===== config.mk =====
export PLATFORM = sky130hd
export DESIGN_NAME = c_subset_lexer_unit
export DESIGN_NICKNAME = d
export VERILOG_FILES = /design/src/c_lex_pkg.sv /design/src/c_lex_fifo.sv /design/src/c_lex_core.sv /design/src/c_subset_lexer_unit.sv
export SDC_FILE = /design/constraint.sdc
export NUM_CORES = 1
export LEC_CHECK = 0
export BUFFER_PORTS_ARGS = -buffer_cell sky130_fd_sc_hd__buf_4
export CORE_MARGIN = 5
export CORE_UTILIZATION = 30
export CTS_CLUSTER_DIAMETER = 150
export DETAILED_ROUTE_END_ITERATION = 8
export PLACE_DENSITY_LB_ADDON = 0.2
export RECOVER_POWER = 100
export SYNTH_ARGS = -nofsm -noshare
export SYNTH_HDL_FRONTEND = slang
export SYNTH_SLANG_ARGS = --single-unit

===== constraint.sdc =====
create_clock -name clk -period 8.1 [get_ports clk]
set_clock_uncertainty 0.2 [all_clocks]
set_input_delay 0.405 -clock clk [delete_from_list [all_inputs] [get_ports clk]]
set_output_delay 0.405 -clock clk [all_outputs]
set_load 0.03 [all_outputs]

===== src/c_lex_pkg.sv =====
// constants, token kind codes and character classes for the c subset lexer
// no dependencies; imported by the lexer core, the result queue and the top level
package c_lex_pkg;

  localparam int KIND_W    = 6;
  localparam int LEN_W     = 16;
  localparam int RES_DEPTH = 4;
  localparam int RES_PTR_W = 2;
  localparam int RES_CNT_W = 3;

  // keyword candidate ids
  localparam logic [1:0] KW_NONE   = 2'd0;
  localparam logic [1:0] KW_INT    = 2'd1;
  localparam logic [1:0] KW_RETURN = 2'd2;
  localparam logic [1:0] KW_VOID   = 2'd3;

  // token kinds
  localparam logic [KIND_W-1:0] K_IDENT     = 6'd0;
  localparam logic [KIND_W-1:0] K_KW_INT    = 6'd1;
  localparam logic [KIND_W-1:0] K_KW_RETURN = 6'd2;
  localparam logic [KIND_W-1:0] K_KW_VOID   = 6'd3;
  localparam logic [KIND_W-1:0] K_CONST     = 6'd4;
  localparam logic [KIND_W-1:0] K_LPAREN    = 6'd5;
  localparam logic [KIND_W-1:0] K_RPAREN    = 6'd6;
  localparam logic [KIND_W-1:0] K_LBRACE    = 6'd7;
  localparam logic [KIND_W-1:0] K_RBRACE    = 6'd8;
  localparam logic [KIND_W-1:0] K_SEMI      = 6'd9;
  localparam logic [KIND_W-1:0] K_EQEQ      = 6'd10;
  localparam logic [KIND_W-1:0] K_ASSIGN    = 6'd11;
  localparam logic [KIND_W-1:0] K_TILDE     = 6'd12;
  localparam logic [KIND_W-1:0] K_INC       = 6'd13;
  localparam logic [KIND_W-1:0] K_ADDEQ     = 6'd14;
  localparam logic [KIND_W-1:0] K_ADD       = 6'd15;
  localparam logic [KIND_W-1:0] K_MULEQ     = 6'd16;
  localparam logic [KIND_W-1:0] K_MUL       = 6'd17;
  localparam logic [KIND_W-1:0] K_DIVEQ     = 6'd18;
  localparam logic [KIND_W-1:0] K_DIV       = 6'd19;
  localparam logic [KIND_W-1:0] K_MODEQ     = 6'd20;
  localparam logic [KIND_W-1:0] K_MOD       = 6'd21;
  localparam logic [KIND_W-1:0] K_DEC       = 6'd22;
  localparam logic [KIND_W-1:0] K_SUBEQ     = 6'd23;
  localparam logic [KIND_W-1:0] K_SUB       = 6'd24;
  localparam logic [KIND_W-1:0] K_NEQ       = 6'd25;
  localparam logic [KIND_W-1:0] K_NOT       = 6'd26;
  localparam logic [KIND_W-1:0] K_LAND      = 6'd27;
  localparam logic [KIND_W-1:0] K_ANDEQ     = 6'd28;
  localparam logic [KIND_W-1:0] K_AND       = 6'd29;
  localparam logic [KIND_W-1:0] K_LOR       = 6'd30;
  localparam logic [KIND_W-1:0] K_OREQ      = 6'd31;
  localparam logic [KIND_W-1:0] K_OR        = 6'd32;
  localparam logic [KIND_W-1:0] K_XOREQ     = 6'd33;
  localparam logic [KIND_W-1:0] K_XOR       = 6'd34;
  localparam logic [KIND_W-1:0] K_SHLEQ     = 6'd35;
  localparam logic [KIND_W-1:0] K_SHL       = 6'd36;
  localparam logic [KIND_W-1:0] K_LE        = 6'd37;
  localparam logic [KIND_W-1:0] K_LT        = 6'd38;
  localparam logic [KIND_W-1:0] K_SHREQ     = 6'd39;
  localparam logic [KIND_W-1:0] K_SHR       = 6'd40;
  localparam logic [KIND_W-1:0] K_GE        = 6'd41;
  localparam logic [KIND_W-1:0] K_GT        = 6'd42;
  localparam logic [KIND_W-1:0] K_EOF       = 6'd43;
  localparam logic [KIND_W-1:0] K_BADCONST  = 6'd44;
  localparam logic [KIND_W-1:0] K_STRAY     = 6'd45;
  // internal marker for no match, never leaves the core
  localparam logic [KIND_W-1:0] K_NONE      = 6'd63;

  localparam logic [7:0] CH_TAB = 8'h09;
  localparam logic [7:0] CH_LF  = 8'h0A;
  localparam logic [7:0] CH_CR  = 8'h0D;

  function automatic logic is_alpha(input logic [7:0] b);
    return (b inside {["a":"z"], ["A":"Z"], "_"});
  endfunction

  function automatic logic is_digit(input logic [7:0] b);
    return (b inside {["0":"9"]});
  endfunction

  function automatic logic is_space(input logic [7:0] b);
    return (b inside {" ", CH_TAB, CH_CR, CH_LF});
  endfunction

  function automatic logic may_extend(input logic [7:0] b);
    return (b inside {"=", "+", "*", "/", "%", "-", "!", "&", "|", "^", "<", ">"});
  endfunction

  function automatic logic [KIND_W-1:0] single_kind(input logic [7:0] c);
    logic [KIND_W-1:0] k;
    case (c)
      "(": k = K_LPAREN;
      ")": k = K_RPAREN;
      "{": k = K_LBRACE;
      "}": k = K_RBRACE;
      ";": k = K_SEMI;
      "=": k = K_ASSIGN;
      "~": k = K_TILDE;
      "+": k = K_ADD;
      "*": k = K_MUL;
      "/": k = K_DIV;
      "%": k = K_MOD;
      "-": k = K_SUB;
      "!": k = K_NOT;
      "&": k = K_AND;
      "|": k = K_OR;
      "^": k = K_XOR;
      "<": k = K_LT;
      ">": k = K_GT;
      default: k = K_NONE;
    endcase
    return k;
  endfunction

  function automatic logic [KIND_W-1:0] pair_kind(input logic [7:0] c, input logic [7:0] b);
    logic [KIND_W-1:0] k;
    k = K_NONE;
    if (b == "=") begin
      case (c)
        "=": k = K_EQEQ;
        "+": k = K_ADDEQ;
        "*": k = K_MULEQ;
        "/": k = K_DIVEQ;
        "%": k = K_MODEQ;
        "-": k = K_SUBEQ;
        "!": k = K_NEQ;
        "&": k = K_ANDEQ;
        "|": k = K_OREQ;
        "^": k = K_XOREQ;
        "<": k = K_LE;
        ">": k = K_GE;
        default: k = K_NONE;
      endcase
    end else if (b == c) begin
      case (c)
        "+": k = K_INC;
        "-": k = K_DEC;
        "&": k = K_LAND;
        "|": k = K_LOR;
        default: k = K_NONE;
      endcase
    end
    return k;
  endfunction

  function automatic logic [2:0] kw_len(input logic [1:0] id);
    logic [2:0] n;
    case (id)
      KW_INT:    n = 3'd3;
      KW_RETURN: n = 3'd6;
      KW_VOID:   n = 3'd4;
      default:   n = 3'd0;
    endcase
    return n;
  endfunction

  // character of the keyword at a given position
  function automatic logic [7:0] kw_char(input logic [1:0] id, input logic [2:0] pos);
    logic [7:0] ch;
    ch = 8'h00;
    case (id)
      KW_INT: begin
        case (pos)
          3'd0:    ch = "i";
          3'd1:    ch = "n";
          3'd2:    ch = "t";
          default: ch = 8'h00;
        endcase
      end
      KW_RETURN: begin
        case (pos)
          3'd0:    ch = "r";
          3'd1:    ch = "e";
          3'd2:    ch = "t";
          3'd3:    ch = "u";
          3'd4:    ch = "r";
          3'd5:    ch = "n";
          default: ch = 8'h00;
        endcase
      end
      KW_VOID: begin
        case (pos)
          3'd0:    ch = "v";
          3'd1:    ch = "o";
          3'd2:    ch = "i";
          3'd3:    ch = "d";
          default: ch = 8'h00;
        endcase
      end
      default: ch = 8'h00;
    endcase
    return ch;
  endfunction

  function automatic logic [KIND_W-1:0] kw_kind(input logic [1:0] id);
    logic [KIND_W-1:0] k;
    case (id)
      KW_INT:    k = K_KW_INT;
      KW_RETURN: k = K_KW_RETURN;
      KW_VOID:   k = K_KW_VOID;
      default:   k = K_IDENT;
    endcase
    return k;
  endfunction

endpackage


===== src/c_lex_fifo.sv =====
// result queue: takes up to two tokens per cycle, hands out one per cycle
// depends on c_lex_pkg for depth and pointer widths
module c_lex_fifo #(
  parameter int WIDTH = 8
) (
  input  logic                          clk,
  input  logic                          rst,
  input  logic [1:0]                    push_cnt,
  input  logic [WIDTH-1:0]              push0,
  input  logic [WIDTH-1:0]              push1,
  input  logic                          pop,
  output logic [WIDTH-1:0]              head,
  output logic [c_lex_pkg::RES_CNT_W-1:0] count
);
  import c_lex_pkg::*;

  logic [WIDTH-1:0]     mem [RES_DEPTH];
  logic [RES_PTR_W-1:0] wr_ptr;
  logic [RES_PTR_W-1:0] rd_ptr;
  logic [RES_PTR_W-1:0] wr_ptr_1;
  logic                 do_pop;

  assign wr_ptr_1 = wr_ptr + RES_PTR_W'(1);
  assign do_pop   = pop && (count != '0);
  assign head     = mem[rd_ptr];

  always_ff @(posedge clk) begin
    if (push_cnt != 2'd0) begin
      mem[wr_ptr] <= push0;
    end
    if (push_cnt == 2'd2) begin
      mem[wr_ptr_1] <= push1;
    end
  end

  always_ff @(posedge clk) begin
    if (rst) begin
      wr_ptr <= '0;
      rd_ptr <= '0;
      count  <= '0;
    end else begin
      wr_ptr <= wr_ptr + RES_PTR_W'(push_cnt);
      rd_ptr <= rd_ptr + RES_PTR_W'(do_pop);
      count  <= count + RES_CNT_W'(push_cnt) - RES_CNT_W'(do_pop);
    end
  end

endmodule


===== src/c_lex_core.sv =====
// lexer state and per-byte step logic: up to two tokens per accepted item
// depends on c_lex_pkg for kind codes and character classes
module c_lex_core #(
  parameter int OFFSET_BITS = 20,
  parameter int LINE_BITS   = 16
) (
  input  logic       clk,
  input  logic       rst,
  input  logic       step,
  input  logic       mode,
  input  logic [7:0] source_byte,
  output logic [1:0] res_cnt,
  output logic [c_lex_pkg::KIND_W+OFFSET_BITS+2*LINE_BITS+c_lex_pkg::LEN_W:0] res0,
  output logic [c_lex_pkg::KIND_W+OFFSET_BITS+2*LINE_BITS+c_lex_pkg::LEN_W:0] res1
);
  import c_lex_pkg::*;

  localparam int CW = (OFFSET_BITS + 1 > LINE_BITS) ? OFFSET_BITS + 1 : LINE_BITS;
  localparam logic [LINE_BITS-1:0] LIN_MAX = '1;
  localparam logic [LEN_W-1:0]     LEN_MAX = '1;

  typedef enum logic [2:0] {
    LX_IDLE, LX_IDENT, LX_NUMBER, LX_BADNUM, LX_OP1, LX_OP2
  } lex_mode_t;

  lex_mode_t              lex_mode, lex_mode_next;
  logic [OFFSET_BITS-1:0] byte_offset, byte_offset_next;
  logic [OFFSET_BITS-1:0] line_start, line_start_next;
  logic [LINE_BITS-1:0]   cur_line, cur_line_next;
  logic [1:0]             kw_id, kw_id_next;
  logic [2:0]             kw_pos, kw_pos_next;
  logic [7:0]             pend_char, pend_char_next;
  logic [OFFSET_BITS-1:0] pend_start, pend_start_next;
  logic [LINE_BITS-1:0]   pend_line, pend_line_next;
  logic [LINE_BITS-1:0]   pend_col, pend_col_next;
  logic [LEN_W-1:0]       pend_len, pend_len_next;

  logic [CW-1:0]          col_diff;
  logic [LINE_BITS-1:0]   here_col;
  logic [LEN_W-1:0]       len_grown;
  logic                   used;
  logic                   f_v, h_v;
  logic [KIND_W-1:0]      f_kind, h_kind, flush_kind;
  logic [LEN_W-1:0]       f_len, h_len, flush_len;
  logic [KIND_W+OFFSET_BITS+2*LINE_BITS+LEN_W-1:0] tok_f, tok_h;

  assign col_diff  = CW'(byte_offset) - CW'(line_start) + CW'(1);
  assign here_col  = (col_diff > CW'(LIN_MAX)) ? LIN_MAX : col_diff[LINE_BITS-1:0];
  assign len_grown = (pend_len == LEN_MAX) ? pend_len : pend_len + LEN_W'(1);

  // kind and length of the pending token if it ends here
  always_comb begin
    flush_kind = K_IDENT;
    flush_len  = pend_len;
    case (lex_mode)
      LX_IDENT: begin
        if (kw_id != KW_NONE && kw_pos == kw_len(kw_id)) begin
          flush_kind = kw_kind(kw_id);
        end
      end
      LX_NUMBER: flush_kind = K_CONST;
      LX_BADNUM: flush_kind = K_BADCONST;
      LX_OP1: begin
        flush_kind = single_kind(pend_char);
        flush_len  = LEN_W'(1);
      end
      LX_OP2: begin
        flush_kind = (pend_char == "<") ? K_SHL : K_SHR;
        flush_len  = LEN_W'(2);
      end
      default: flush_kind = K_IDENT;
    endcase
  end

  always_comb begin
    lex_mode_next    = lex_mode;
    byte_offset_next = byte_offset;
    line_start_next  = line_start;
    cur_line_next    = cur_line;
    kw_id_next       = kw_id;
    kw_pos_next      = kw_pos;
    pend_char_next   = pend_char;
    pend_start_next  = pend_start;
    pend_line_next   = pend_line;
    pend_col_next    = pend_col;
    pend_len_next    = pend_len;
    used   = 1'b0;
    f_v    = 1'b0;
    f_kind = flush_kind;
    f_len  = flush_len;
    h_v    = 1'b0;
    h_kind = K_STRAY;
    h_len  = LEN_W'(1);

    if (mode) begin
      // end of input: flush, then eof, then back to reset state
      f_v              = (lex_mode != LX_IDLE);
      h_v              = 1'b1;
      h_kind           = K_EOF;
      h_len            = '0;
      lex_mode_next    = LX_IDLE;
      byte_offset_next = '0;
      line_start_next  = '0;
      cur_line_next    = LINE_BITS'(1);
      kw_id_next       = KW_NONE;
      kw_pos_next      = '0;
      pend_char_next   = '0;
      pend_start_next  = '0;
      pend_line_next   = '0;
      pend_col_next    = '0;
      pend_len_next    = '0;
    end else begin
      case (lex_mode)
        LX_IDENT: begin
          if (is_alpha(source_byte) || is_digit(source_byte)) begin
            used          = 1'b1;
            pend_len_next = len_grown;
            if (len_grown == LEN_MAX || kw_id == KW_NONE) begin
              kw_id_next  = KW_NONE;
              kw_pos_next = '0;
            end else if (kw_pos < kw_len(kw_id) && kw_char(kw_id, kw_pos) == source_byte) begin
              kw_pos_next = kw_pos + 3'd1;
            end else begin
              kw_id_next  = KW_NONE;
              kw_pos_next = '0;
            end
          end else begin
            f_v = 1'b1;
          end
        end
        LX_NUMBER: begin
          if (is_digit(source_byte)) begin
            used          = 1'b1;
            pend_len_next = len_grown;
          end else if (is_alpha(source_byte)) begin
            used          = 1'b1;
            pend_len_next = len_grown;
            lex_mode_next = LX_BADNUM;
          end else begin
            f_v = 1'b1;
          end
        end
        LX_BADNUM: begin
          if (is_alpha(source_byte)) begin
            used          = 1'b1;
            pend_len_next = len_grown;
          end else begin
            f_v = 1'b1;
          end
        end
        LX_OP1: begin
          if ((pend_char == "<" || pend_char == ">") && source_byte == pend_char) begin
            used          = 1'b1;
            lex_mode_next = LX_OP2;
            pend_len_next = LEN_W'(2);
          end else if (pair_kind(pend_char, source_byte) != K_NONE) begin
            used          = 1'b1;
            f_v           = 1'b1;
            f_kind        = pair_kind(pend_char, source_byte);
            f_len         = LEN_W'(2);
            lex_mode_next = LX_IDLE;
          end else begin
            f_v = 1'b1;
          end
        end
        LX_OP2: begin
          if (source_byte == "=") begin
            used          = 1'b1;
            f_v           = 1'b1;
            f_kind        = (pend_char == "<") ? K_SHLEQ : K_SHREQ;
            f_len         = LEN_W'(3);
            lex_mode_next = LX_IDLE;
          end else begin
            f_v = 1'b1;
          end
        end
        default: lex_mode_next = LX_IDLE;
      endcase

      // a plain flush returns the lexer to idle with no keyword candidate; the byte may then start a new token
      if (f_v && !used) begin
        lex_mode_next = LX_IDLE;
        kw_id_next    = KW_NONE;
        kw_pos_next   = '0;
      end

      if (!used && !is_space(source_byte)) begin
        if (is_digit(source_byte) || is_alpha(source_byte) || may_extend(source_byte)) begin
          pend_start_next = byte_offset;
          pend_line_next  = cur_line;
          pend_col_next   = here_col;
          pend_len_next   = LEN_W'(1);
          if (is_digit(source_byte)) begin
            lex_mode_next = LX_NUMBER;
          end else if (is_alpha(source_byte)) begin
            lex_mode_next = LX_IDENT;
            kw_pos_next   = 3'd1;
            if (source_byte == "i") begin
              kw_id_next = KW_INT;
            end else if (source_byte == "r") begin
              kw_id_next = KW_RETURN;
            end else if (source_byte == "v") begin
              kw_id_next = KW_VOID;
            end else begin
              kw_id_next  = KW_NONE;
              kw_pos_next = '0;
            end
          end else begin
            lex_mode_next  = LX_OP1;
            pend_char_next = source_byte;
          end
        end else begin
          h_v    = 1'b1;
          h_kind = (single_kind(source_byte) != K_NONE) ? single_kind(source_byte) : K_STRAY;
        end
      end

      byte_offset_next = (&byte_offset) ? byte_offset : byte_offset + OFFSET_BITS'(1);
      if (source_byte == CH_LF) begin
        cur_line_next   = (cur_line == LIN_MAX) ? cur_line : cur_line + LINE_BITS'(1);
        line_start_next = byte_offset_next;
      end
    end
  end

  assign tok_f = {f_kind, pend_start, pend_line, pend_col, f_len};
  assign tok_h = {h_kind, byte_offset, cur_line, here_col, h_len};

  always_comb begin
    res_cnt = 2'(f_v) + 2'(h_v);
    if (f_v) begin
      res0 = {tok_f, !h_v};
    end else begin
      res0 = {tok_h, 1'b1};
    end
    res1 = {tok_h, 1'b1};
  end

  always_ff @(posedge clk) begin
    if (rst) begin
      lex_mode    <= LX_IDLE;
      byte_offset <= '0;
      line_start  <= '0;
      cur_line    <= LINE_BITS'(1);
      kw_id       <= KW_NONE;
      kw_pos      <= '0;
    end else if (step) begin
      lex_mode    <= lex_mode_next;
      byte_offset <= byte_offset_next;
      line_start  <= line_start_next;
      cur_line    <= cur_line_next;
      kw_id       <= kw_id_next;
      kw_pos      <= kw_pos_next;
    end
  end

  always_ff @(posedge clk) begin
    if (step) begin
      pend_char  <= pend_char_next;
      pend_start <= pend_start_next;
      pend_line  <= pend_line_next;
      pend_col   <= pend_col_next;
      pend_len   <= pend_len_next;
    end
  end

`ifndef SYNTHESIS
  // a keyword candidate only lives inside an identifier
  assert property (@(posedge clk) disable iff (rst)
    kw_id != KW_NONE |-> lex_mode == LX_IDENT)
    else $error("keyword candidate outside identifier");

  // the current line never starts after the current offset
  assert property (@(posedge clk) disable iff (rst)
    line_start <= byte_offset)
    else $error("line start beyond byte offset");

  // end of input returns the lexer to its reset state
  assert property (@(posedge clk) disable iff (rst)
    step && mode |=> lex_mode == LX_IDLE && byte_offset == '0 && cur_line == LINE_BITS'(1))
    else $error("lexer not cleared after end of input");
`endif

endmodule


===== src/c_subset_lexer_unit.sv =====
// Streaming lexer for a small C subset, one source byte per item.
// Input channel (valid/ready): mode 0 carries source_byte, mode 1 marks end
// of input, which flushes any pending token and always yields an EOF token.
// Output channel (valid/ready): one token per item on the output side, with
// kind, start offset, line, column and length; last_of_run marks the final
// token that an input item caused (each item gives zero, one or two tokens).
// A token caused by an item passes the input register, then the lexer step
// writes it into the result queue, from which it is offered.
// Throughput: one item per cycle while items give at most one token and the
// receiver keeps up; an item giving two tokens can hold later items back while
// the single-token output port drains the four-entry result queue.
// Stalls: ready falls while a staged item waits and the queue cannot take two
// more tokens, so nothing is lost; tokens already queued hold until taken.
// Reset: offset 0, line 1, column 1, no pending token, queue empty.
// depends on c_lex_pkg, c_lex_core and c_lex_fifo
module c_subset_lexer_unit #(
  parameter int OFFSET_BITS = 20,
  parameter int LINE_BITS   = 16
) (
  input  logic                           clk,
  input  logic                           rst,
  input  logic                           in_valid,
  output logic                           in_ready,
  input  logic                           mode,
  input  logic [7:0]                     source_byte,
  output logic                           out_valid,
  input  logic                           out_ready,
  output logic [c_lex_pkg::KIND_W-1:0]   token_kind,
  output logic [OFFSET_BITS-1:0]         start_offset,
  output logic [LINE_BITS-1:0]           line_number,
  output logic [LINE_BITS-1:0]           column_number,
  output logic [c_lex_pkg::LEN_W-1:0]    token_length,
  output logic                           last_of_run
);
  import c_lex_pkg::*;

  localparam int RES_W = KIND_W + OFFSET_BITS + 2 * LINE_BITS + LEN_W + 1;

  logic                 stage_v;
  logic                 stage_mode;
  logic [7:0]           stage_byte;
  logic                 can_go;
  logic                 step;
  logic [1:0]           res_cnt;
  logic [RES_W-1:0]     res0, res1, head;
  logic [RES_CNT_W-1:0] q_count;

  assign can_go   = (q_count <= RES_CNT_W'(RES_DEPTH - 2));
  assign step     = stage_v && can_go;
  assign in_ready = !stage_v || can_go;

  always_ff @(posedge clk) begin
    if (rst) begin
      stage_v <= 1'b0;
    end else if (in_ready) begin
      stage_v <= in_valid;
    end
  end

  always_ff @(posedge clk) begin
    if (in_valid && in_ready) begin
      stage_mode <= mode;
      stage_byte <= source_byte;
    end
  end

  c_lex_core #(
    .OFFSET_BITS(OFFSET_BITS),
    .LINE_BITS  (LINE_BITS)
  ) u_core (
    .clk        (clk),
    .rst        (rst),
    .step       (step),
    .mode       (stage_mode),
    .source_byte(stage_byte),
    .res_cnt    (res_cnt),
    .res0       (res0),
    .res1       (res1)
  );

  c_lex_fifo #(
    .WIDTH(RES_W)
  ) u_fifo (
    .clk     (clk),
    .rst     (rst),
    .push_cnt(step ? res_cnt : 2'd0),
    .push0   (res0),
    .push1   (res1),
    .pop     (out_ready),
    .head    (head),
    .count   (q_count)
  );

  assign out_valid = (q_count != '0);
  assign {token_kind, start_offset, line_number, column_number, token_length, last_of_run} = head;

`ifndef SYNTHESIS
  // the queue never overflows
  assert property (@(posedge clk) disable iff (rst)
    q_count <= RES_CNT_W'(RES_DEPTH))
    else $error("result queue overflow");

  // a step only happens with room for every token it makes
  assert property (@(posedge clk) disable iff (rst)
    step |-> (RES_CNT_W'(q_count) + RES_CNT_W'(res_cnt)) <= RES_CNT_W'(RES_DEPTH))
    else $error("step without queue room");

  // end of input always yields at least the eof token
  assert property (@(posedge clk) disable iff (rst)
    step && stage_mode |-> res_cnt != 2'd0)
    else $error("end of input gave no token");
`endif

endmodule

==> results of run 1 <==
==> through the flow <==
stage | instance area [µm²] | cells | setup slack [ns]
floorplan | 24600 | 2265 | 2.48
global placement | 26200 | 3269 | 2.13
detailed placement | 26200 | 3269 | 1.90
CTS | 27900 | 3379 | 1.87
global route | 27600 | 3379 | 0.709
finish | 27600 | 3379 | 1.16
==> worst max-delay path by stage <==
stage	start	to	slack (ns)
after floorplan	u_core.pend_char[4]	u_fifo.mem[0][17]	2.48
after global placement	stage_byte[0]	u_fifo.mem[0][62]	2.13
after detailed placement	stage_byte[0]	u_fifo.mem[0][59]	1.90
after CTS	stage_byte[0]	u_fifo.mem[0][59]	1.87
after global routing	stage_byte[0]	u_fifo.mem[3][38]	0.71
final	stage_byte[0]	u_fifo.mem[2][71]	1.16
==> report_power, final <==
part | leakage (nW) | switching [W] | internal [W]
Sequential | 3.99 | 0.000234 | 0.00274
Clock | 0.792 | 0.000989 | 0.00129
Combinational | 3.97 | 0.00106 | 0.000585
Total | 8.76 | 0.00229 | 0.00462
==> critical path: cells and delay by family, from the launching register on <==
kind	cells	cell delay, ns
adders and majority gates	1	0.34
AOI/OAI and AO/OA	7	2.03
DFF	1	0.85
and+or+nand+nor	5	1.76
buffers and inverters	1	1.58
==> kinds of logic (layout without fill, tap and decap cells) <==
group	count (synthesis)	in the layout	synth area share [%]
AO/OA/AOI/OAI	677	677	19.2
AND/OR/NAND/NOR	668	668	13.7
flip-flops	457	457	50.2
buffers and inverters	254	298	4.16
multiplexers	84	84	7.23
adder cells (fa/ha/maj)	64	64	3.30
XOR/XNOR	61	61	2.17
==> per-layer routing <==
layer / part of all wire [%] / up-vias / GRT usage [%]
met2: 47 / 630 / 27.4
met1: 45 / 9533 / 23.5
met4: 2.7 / 0 / 4.79
li1: - / 8673 / -
met3: 5.9 / 115 / 2.78
met5: 0 / - / 0
==> layout by cell type, fill, tap and decap left out, types with 35 or more instances in the layout <==
cell / count
sky130_fd_sc_hd__edfxtp_1: 321
sky130_fd_sc_hd__a22o_1: 194
sky130_fd_sc_hd__nor2_1: 169
sky130_fd_sc_hd__o21ai_0: 168
sky130_fd_sc_hd__nand2_1: 156
sky130_fd_sc_hd__dfxtp_1: 134
sky130_fd_sc_hd__clkbuf_1: 115
sky130_fd_sc_hd__a21oi_1: 102
sky130_fd_sc_hd__mux4_2: 75
sky130_fd_sc_hd__nor2b_1: 64
sky130_fd_sc_hd__nor3_1: 62
sky130_fd_sc_hd__ha_1: 61
sky130_fd_sc_hd__inv_1: 55
sky130_fd_sc_hd__clkbuf_16: 54
sky130_fd_sc_hd__nand3_1: 43
sky130_fd_sc_hd__xnor2_1: 35
==> state kept, by name, indices dropped and copies added (netlist names) <==
register / cells
u_core.kw_id: 2
u_fifo.wr_ptr: 2
u_core.pend_start: 20
u_core.pend_char: 8
u_fifo.mem: 300
u_fifo.rd_ptr: 2
u_fifo.count: 3
u_core.line_start: 20
u_core.kw_pos: 3
u_core.pend_len: 16
u_core.pend_col: 16
u_core.lex_mode: 3
u_core.byte_offset: 20
u_core.cur_line: 16
stage_v: 1
u_core.pend_line: 16
stage_byte: 8
stage_mode: 1
==> layout make-up <==
cell class / instances / area, µm² / share of cell area (%)
sequential: 457 / 12400 / 44.9
inverter: 60 / 225 / 0.817
tap: 1070 / 1340 / 4.86
multi-input combinational: 1554 / 11300 / 40.9
clock inverter: 21 / 178 / 0.645
clock buffer: 79 / 1470 / 5.32
timing repair buffer: 138 / 708 / 2.57
==> flow_metrics.tcl, run 1 <==
set metrics [dict create \
    outcome "complete, but fails checks" \
    failed_checks "max-capacitance violations, max-slew violations" \
    antenna_cells_inserted 0 \
    synth_largest_area_cell "sky130_fd_sc_hd__edfxtp_1" \
    global_route_wire_length_before_repair_mm 116 \
    drt_wl_total_mm 76.5 \
    cts_root_buf "sky130_fd_sc_hd__clkbuf_16" \
    global_route.overflow_total 0 \
    ys_warn_count 0 \
    maxCapViolations 6 \
    chipHeight_um 297 \
    clk_pin_slew_ns 0.06 \
    timing.final.crit_share_pct 85.6 \
    yosys_most_used_dff "sky130_fd_sc_hd__edfxtp_1" \
    worstReg2RegStart "stage_byte[0]" \
    finalWorstPathRequiredPeriod_ns 6.94 \
    power.leakage_nw 8.76 \
    floorplan.initialDensity_pct 30.1 \
    ant_nets 0 \
    nets 2340 \
    seq_area_frac_synth_pct 50.2 \
    critPathKind "flip-flop to flip-flop" \
    critical_path.reg2reg.endpoint "u_fifo.mem[2][71]" \
    slew_viol_final 215 \
    die-area_um2 88000 \
    clkSinkCount 457 \
    regToRegSetupSlack_ns 1.16 \
    worst_skew_pair.late_latency_ns 0.62 \
    cell_chain_critical_path "nor2b_1 -> nor3b_1 -> nor3_1 -> o21ai_0 -> o211a_1 -> o211ai_1 -> o21ai_0 -> ha_1 -> o21ai_0 -> or2_2 -> nor2_4 -> clkbuf_1 -> o211ai_1 -> a22oi_1" \
    die_x_um 297 \
    dr.pass1.iters 7 \
    fmax_mhz 144 \
    ys_top_cells_by_area "sky130_fd_sc_hd__edfxtp_1 39%, sky130_fd_sc_hd__dfxtp_1 11%, sky130_fd_sc_hd__a22o_1 6.9%" \
    worst_slew_margin_rel_pct -170 \
    hold_path_cell_cnt 2 \
    area_growth_syn_to_layout_pct 11.9 \
    cp_slowest_stage_delay_ns 1.58 \
    path_max_fanout 30 \
    grt_pass1_vias 18700 \
    syn-mean-instance-area_um2 10.9 \
    yosys.area.top_type_share_pct 39.1 \
    cts_max_level 2 \
    finalHoldViolCount 0 \
    powerDensity_nw_per_um2 251 \
    cts_max_path_buffers 3 \
    worst_setup_path_end_kind "flip-flop" \
    synthesis.instances 2265 \
    synth_cell_types 93 \
    floorplan.rows 105 \
    launching_element_type_of_the_critical_path "flip-flop" \
    peakVddDrop_v 0.000150 \
    fin_tns_setup_ns 0 \
    setup_repair_after_global_routing_missed_its_margin "no" \
    holdPathEnd "u_fifo.count[1]" \
    antenna_violations_before_repair 0 \
    syn_nets 2341 \
    avgRoutedWirePerCell_um 22.7 \
    port_buffers 89 \
    proportion_of_synthesized_flip_flops_having_asynchronous_set_or_reset_pct 0 \
    grt_start_max_net_pins 63 \
    max_slew.worst_pin.slew_ns 4.05 \
    ranking_of_synthesized_cells_by_instance_count "321 x sky130_fd_sc_hd__edfxtp_1, 194 x sky130_fd_sc_hd__a22o_1, 170 x sky130_fd_sc_hd__nor2_1" \
    timing.final.setup_violations 0 \
    cts_tree "built" \
    post-layout-total-power_w 0.00690 \
    cts.repair_timing.setup_buffer_count 0 \
    min_path_type "input pin to flip-flop" \
    synth_seq_cells 457 \
    numCtsBuffers 53 \
    worst_path_most_repeated_cell "sky130_fd_sc_hd__o21ai_0" \
    yosys.cell_count.top_type "sky130_fd_sc_hd__edfxtp_1" \
    floorplan.io_pins 90 \
    post-route-util_pct 33.7 \
    global_route.usage.total_pct 16.9 \
    synth_edf_count 321 \
    cp_data_required_time_ns 8.34 \
    dp_hpwl_mm 47.7 \
    detailed_router_s_first_iteration_violation_count 1812 \
    critical_path.slowest_cell "sky130_fd_sc_hd__clkbuf_1" \
    post_route_cells_drive_above_1_share_pct 9.40 \
    rr_worst_depth 14 \
    fillCellCount 8231 \
    worst-endpoint-arrival_ns 7.17 \
    core_region_area_um2 81700 \
    holdCritStartpoint "rst" \
    drt-vias-per-instance 5.61 \
    mappedNetlistArea_um2 24600 \
    drc 0 \
    gpl.final_weighted_congestion 0.881 \
    cts_resized 0 \
    timing.hold.ws_ns 0.0846 \
    hold_bufs_inserted_after_cts 10 \
    via_count 19000 \
]
(Power assumes the default switching activity.)
==> run 2, diff against run 1 <==
--- a/config.mk
+++ b/config.mk
@@ -8,6 +8,7 @@
 export BUFFER_PORTS_ARGS = -buffer_cell sky130_fd_sc_hd__buf_4
 export CORE_MARGIN = 5
 export CORE_UTILIZATION = 30
+export CTS_BUF_LIST = sky130_fd_sc_hd__clkbuf_8
 export CTS_CLUSTER_DIAMETER = 150
 export DETAILED_ROUTE_END_ITERATION = 8
 export PLACE_DENSITY_LB_ADDON = 0.2
==> run 2 against run 1 <==
Net effect:
- the flow still finishes with violations (max-capacitance violations, max-slew violations)
- global-route usage rose by 0.25 points
- sequential power barely moved
- final area rose by 0.45%
- non-clock buffer count rose by 2
- first-iteration DRC count fell by 4.9%
- cell count rose by 1.9%
- largest power group unchanged
==> flow_metrics.tcl, run 2 (synthesized netlist as in run 1, its figures left out) <==
set metrics [dict create \
    outcome "complete, but fails checks" \
    failed_checks "max-capacitance violations, max-slew violations" \
    fmax_mhz 149 \
    critPathKind "flip-flop to flip-flop" \
    via_count 19200 \
    cts_max_path_buffers 3 \
    critical_path.slowest_cell "sky130_fd_sc_hd__edfxtp_1" \
    power.leakage_nw 9.03 \
    p_comb_share_pct 23.8 \
    antenna_violations_before_repair 1 \
    chipHeight_um 297 \
    ant_nets 0 \
    peakVddDrop_v 0.000124 \
    cts_max_level 3 \
    global_route.overflow_total 0 \
    floorplan.io_pins 90 \
    grt_pass1_vias 19100 \
    dr.pass1.iters 6 \
    cts_root_buf "sky130_fd_sc_hd__clkbuf_8" \
    drt-vias-per-instance 5.57 \
    fillCellCount 8286 \
    power_frac_clock_pct 33.1 \
    cp_data_required_time_ns 8.10 \
    port_buffers 89 \
    gpl.final_weighted_congestion 0.881 \
    place.detailed.instances 3269 \
    final_common_cell "sky130_fd_sc_hd__edfxtp_1" \
    worst-path-buf-inv 3 \
    max_slew.worst_pin.slew_ns 3.95 \
    post_route_cells_drive_above_1_share_pct 11.1 \
    powerDensity_nw_per_um2 250 \
    global_route.usage.total_pct 17.1 \
    worst-endpoint-arrival_ns 6.69 \
    detailed_router_s_first_iteration_violation_count 1724 \
    internal_power_w 0.00456 \
    largest_reg_flops 300 \
    area_growth_syn_to_layout_pct 12.4 \
    worst_path_most_repeated_cell "sky130_fd_sc_hd__o21ai_0" \
    clk_pin_slew_ns 0.06 \
    drc 0 \
    slew_viol_final 205 \
    worst_slew_margin_rel_pct -163 \
    cts_resized 0 \
    avgRoutedWirePerCell_um 22.3 \
    cts_tree "built" \
    fin_tns_setup_ns 0 \
    global_route_wire_length_before_repair_mm 117 \
    setup_repair_after_global_routing_missed_its_margin "no" \
    die_x_um 297 \
    sw_frac_of_total_pct 34.2 \
    path_max_fanout 29 \
    floorplan.rows 105 \
    cell_chain_critical_path "nor2b_1 -> nor3b_1 -> nor3_1 -> o21ai_0 -> o211a_1 -> o211ai_1 -> o21ai_0 -> ha_1 -> o21ai_0 -> nor2_1 -> nor2_1 -> clkbuf_1 -> inv_2 -> clkbuf_2" \
    power.sequential.fraction_pct 43.1 \
    die-area_um2 88000 \
    timing.final.setup_violations 0 \
    finalWorstPathRequiredPeriod_ns 6.69 \
    launching_element_type_of_the_critical_path "flip-flop" \
    min_path_type "input pin to flip-flop" \
    final_cell_mix "321 x sky130_fd_sc_hd__edfxtp_1, 194 x sky130_fd_sc_hd__a22o_1, 170 x sky130_fd_sc_hd__nor2_1, 168 x sky130_fd_sc_hd__o21ai_0, 156 x sky130_fd_sc_hd__nand2_1" \
    maxCapViolations 4 \
    worst_skew_pair.late_latency_ns 0.71 \
    largest-register "u_fifo.mem" \
    kind_of_cell_adding_the_most_delay_to_the_critical_path "compound AO/OA/AOI/OAI gates" \
    post-route-util_pct 33.9 \
    core_region_area_um2 81700 \
    power.switching_w 0.00236 \
    drt_wl_total_mm 76.9 \
    finalHoldViolCount 0 \
    floorplan.initialDensity_pct 30.1 \
    cp_slowest_stage_delay_ns 0.84 \
    grt_start_max_net_pins 63 \
    dp_hpwl_mm 47.7 \
    clkSinkCount 457 \
    post-layout-total-power_w 0.00692 \
    fin_cells 3442 \
    worst_setup_path_end_kind "flip-flop" \
    timing.final.crit_share_pct 82.6 \
    nets 2376 \
    numCtsBuffers 87 \
]
## run 2: cell types whose count changed in the layout (fill, tap and decap cells not counted), sizes merged
cell	change
bufinv	+4
diode	+1
clkbuf	+11
clkinv	-1
dlygate4sd3	+2
buf	+1
inv	+45
## run 2: routing by layer
| layer | global-route usage (%) | routed length (µm) | vias up | part of all wire [%] |
|---|---|---|---|---|
| met5 | 0 | 0 | - | 0 |
| met4 | 6.20 | 2400 | 0 | 3.1 |
| met3 | 3.12 | 5080 | 137 | 6.6 |
| met2 | 27.4 | 35600 | 738 | 46 |
| met1 | 23.3 | 33800 | 9508 | 44 |
| li1 | - | - | 8775 | - |
## run 2: path summary, 6_finish.rpt
path	startpoint	to	slack, ns	cells past startpoint
max	stage_byte[0]	u_fifo.mem[3][25]	1.41	14
min	out_ready	u_fifo.rd_ptr[0]	0.21	4
max reg2reg	stage_byte[0]	u_fifo.mem[3][25]	1.41	14
min reg2reg	u_core.line_start[12]	u_core.line_start[12]	0.25	2
## run 2: area by class of cell
cell class	count	area, µm²	area share, %
multi-input combinational	1554	11300	40.7
clock inverter	69	494	1.79
antenna	1	2.50	0.00904
sequential	457	12400	44.7
tap	1070	1340	4.84
inverter	60	225	0.814
clock buffer	91	1250	4.52
timing repair buffer	140	733	2.65
## run 2: stage by stage
stage	hold slack (ns)	setup WS [ns]	instance area, µm²
after detailed placement	0.247	1.90	26200
after global routing	0.161	0.723	27700
final	0.212	1.41	27700
after global placement	0.245	2.13	26200
after CTS	0.112	1.87	28100
after floorplan	0.231	2.48	24600
## run 2: worst min-delay path, delay by kind of cell
family                   cells  cell delay [ns]
buffers and inverters        1             0.08
AND/OR/NAND/NOR              2             0.39
adder cells (fa/ha/maj)      1             0.18
## run 2: power by group through the flow
| stage | Combinational, W | Sequential, W | Clock [W] |
|---|---|---|---|
| after floorplan | 0.00130 | 0.00286 | 0 |
| after global placement | 0.00181 | 0.00301 | 0 |
| after detailed placement | 0.00181 | 0.00303 | 0 |
| after CTS | 0.00182 | 0.00298 | 0.00236 |
| after global routing | 0.00177 | 0.00301 | 0.00247 |
| final | 0.00165 | 0.00298 | 0.00229 |
## run 2: what timing repair did
item | in CTS | in global routing
setup buffers | 0 | 0
hold buffers | 12 | 0
hold endpoints to repair | 50 | 0
==> run 3, diff against run 2 <==
==> constraint.sdc (replaced) <==
create_clock -name clk -period 5.4 [get_ports clk]
set_clock_uncertainty 0.2 [all_clocks]
set_input_delay 0.27 -clock clk [delete_from_list [all_inputs] [get_ports clk]]
set_output_delay 0.27 -clock clk [all_outputs]
set_load 0.03 [all_outputs]
==> run 3 against run 2 <==
Net effect:
- the flow still finishes with violations (max-capacitance violations, max-slew violations)
- final area is 1.9% higher
- first-iteration DRC count decreased by 3.4%
- worst hold slack got worse by 0.089 ns
- largest cell class unchanged
- largest power group unchanged
- global-route usage fell by 0.076 points
- critical path depth down 3
==> flow_metrics.tcl, run 3 (synthesized netlist as in run 1, its figures left out) <==
set metrics [dict create \
    min_path_type "input pin to flip-flop" \
    peakVddDrop_v 0.000157 \
    critical_path.reg2reg.endpoint "u_core.pend_start[17]" \
    kind_of_cell_adding_the_most_delay_to_the_critical_path "buffers and inverters" \
    setup_ws_ns 0.231 \
    largest_reg_flops 300 \
    dp_hpwl_mm 48.5 \
    port_buffers 89 \
    worst_skew_pair.late_latency_ns 0.70 \
    post-route-util_pct 34.5 \
    grt_pass1_vias 19200 \
    core_region_area_um2 81700 \
    cell_chain_critical_path "nor2b_1 -> nor4_4 -> a41o_2 -> o311ai_4 -> o211a_1 -> clkbuf_1 -> o2111ai_1 -> nand2b_1 -> clkbuf_1 -> and2_2 -> buf_6" \
    post_route_cells_drive_above_1_share_pct 13.2 \
    crit_end "u_core.pend_start[17]" \
    global_route.usage.total_pct 17.0 \
    clk_pin_slew_ns 0.06 \
    path_max_fanout 52 \
    cts_tree "built" \
    chipHeight_um 297 \
    die-area_um2 88000 \
    dr.pass1.iters 5 \
    worst_path_most_repeated_cell "sky130_fd_sc_hd__clkbuf_1" \
    regToRegSetupSlack_ns 0.23 \
    finalHoldViolCount 0 \
    rr_worst_depth 11 \
    launching_element_type_of_the_critical_path "flip-flop" \
    final_cell_mix "321 x sky130_fd_sc_hd__edfxtp_1, 194 x sky130_fd_sc_hd__a22o_1, 169 x sky130_fd_sc_hd__nor2_1, 165 x sky130_fd_sc_hd__o21ai_0, 156 x sky130_fd_sc_hd__nand2_1" \
    ant_nets 0 \
    cts_root_buf "sky130_fd_sc_hd__clkbuf_8" \
    failed_checks "max-capacitance violations, max-slew violations" \
    max_slew.worst_pin.slew_ns 2.88 \
    post-place-ws_ns 0.335 \
    floorplan.initialDensity_pct 30.1 \
    drc 0 \
    slew_viol_final 76 \
    die_x_um 297 \
    worst_slew_margin_rel_pct -91.8 \
    powerDensity_nw_per_um2 372 \
    outcome "complete, but fails checks" \
    gpl.final_weighted_congestion 0.876 \
    timing.final.crit_share_pct 95.7 \
    cp_data_required_time_ns 5.50 \
    cp_slowest_stage_delay_ns 0.68 \
    timing.final.setup_violations 0 \
    numCtsBuffers 84 \
    worst-path-buf-inv 3 \
    cp_num_cells 11 \
    antenna_violations_before_repair 1 \
    worst_setup_path_end_kind "flip-flop" \
    fin_tns_setup_ns 0 \
    nets 2426 \
    timing.critical_path.from "u_core.pend_char[3]" \
    finalWorstPathRequiredPeriod_ns 5.17 \
    drt_wl_total_mm 76.8 \
    clkSinkCount 457 \
    m1WireLength_mm 34.1 \
    floorplan.rows 105 \
    top_layer "met4" \
    met2RoutedLength_mm 37.1 \
    global_route_wire_length_before_repair_mm 117 \
    worstReg2RegStart "u_core.pend_char[3]" \
    via_count 19200 \
    critical_path.slowest_cell "sky130_fd_sc_hd__edfxtp_1" \
    drt-vias-per-instance 5.50 \
    global_route.overflow_total 0 \
    critPathKind "flip-flop to flip-flop" \
    avgRoutedWirePerCell_um 22.0 \
    worst-endpoint-arrival_ns 5.27 \
    fmax_mhz 193 \
    grt_start_max_net_pins 113 \
    fillCellCount 8267 \
    power.leakage_nw 9.27 \
    floorplan.io_pins 90 \
    area_growth_syn_to_layout_pct 14.5 \
    setup_repair_after_global_routing_missed_its_margin "no" \
    detailed_router_s_first_iteration_violation_count 1665 \
    cts_max_path_buffers 3 \
    maxCapViolations 2 \
    largest-register "u_fifo.mem" \
    routed-wl-met3_mm 4.02 \
    cts_max_level 3 \
    final_common_cell "sky130_fd_sc_hd__edfxtp_1" \
]
## run 3: layout make-up
cell class,count,area [µm²],area share (%)
Timing Repair Buffer,193,1250,4.42
Antenna cell,1,2.50,0.00887
Tap cell,1070,1340,4.74
Clock inverter,67,559,1.98
Inverter,60,229,0.811
Clock buffer,88,1210,4.29
Multi-Input combinational cell,1554,11300,39.9
Sequential cell,457,12400,43.8
## run 3: per-layer routing
| metal | up-vias | global-route usage, % |
|---|---|---|
| met3 | 99 | 2.35 |
| met4 | 0 | 4.51 |
| li1 | 8871 | - |
| met5 | - | 0 |
| met1 | 9627 | 23.0 |
| met2 | 586 | 29.0 |
## run 3: where the power goes
group | switching (W) | total (W) | internal (W) | leakage [nW]
sequential | 0.000341 | 0.00445 | 0.00411 | 3.99
clock | 0.00159 | 0.00352 | 0.00193 | 1.01
combinational | 0.00161 | 0.00252 | 0.000908 | 4.27
total | 0.00355 | 0.0105 | 0.00695 | 9.27
## run 3: repair_timing
action                                  CTS  global route
setup buffers                             0             5
hold buffers                             13             0
hold endpoints to repair                 67             0
gates resized for setup                   0             2
endpoints found under the setup margin    0            80
## run 3: worst min-delay path by stage
stage                                from                     to  slack (ns)  cells past startpoint
global route               source_byte[3]          stage_byte[3]        0.09                      2
floorplan                  source_byte[0]          stage_byte[0]        0.17                      0
CTS                        source_byte[0]          stage_byte[0]        0.05                      2
global placement         u_fifo.mem[3][0]       u_fifo.mem[3][0]        0.24                      1
detailed placement  u_core.line_start[12]  u_core.line_start[12]        0.25                      2
finish                     source_byte[3]          stage_byte[3]        0.12                      2
## run 3: per-stage QoR
stage               cells  power (W)  hold slack [ns]  cell area [µm²]
floorplan            2265    0.00624            0.169            24600
global placement     3316    0.00729            0.242            26800
detailed placement   3316    0.00731            0.248            26800
CTS                  3484     0.0109           0.0452            28700
global route         3490     0.0110           0.0938            28200
finish               3490     0.0105            0.123            28200
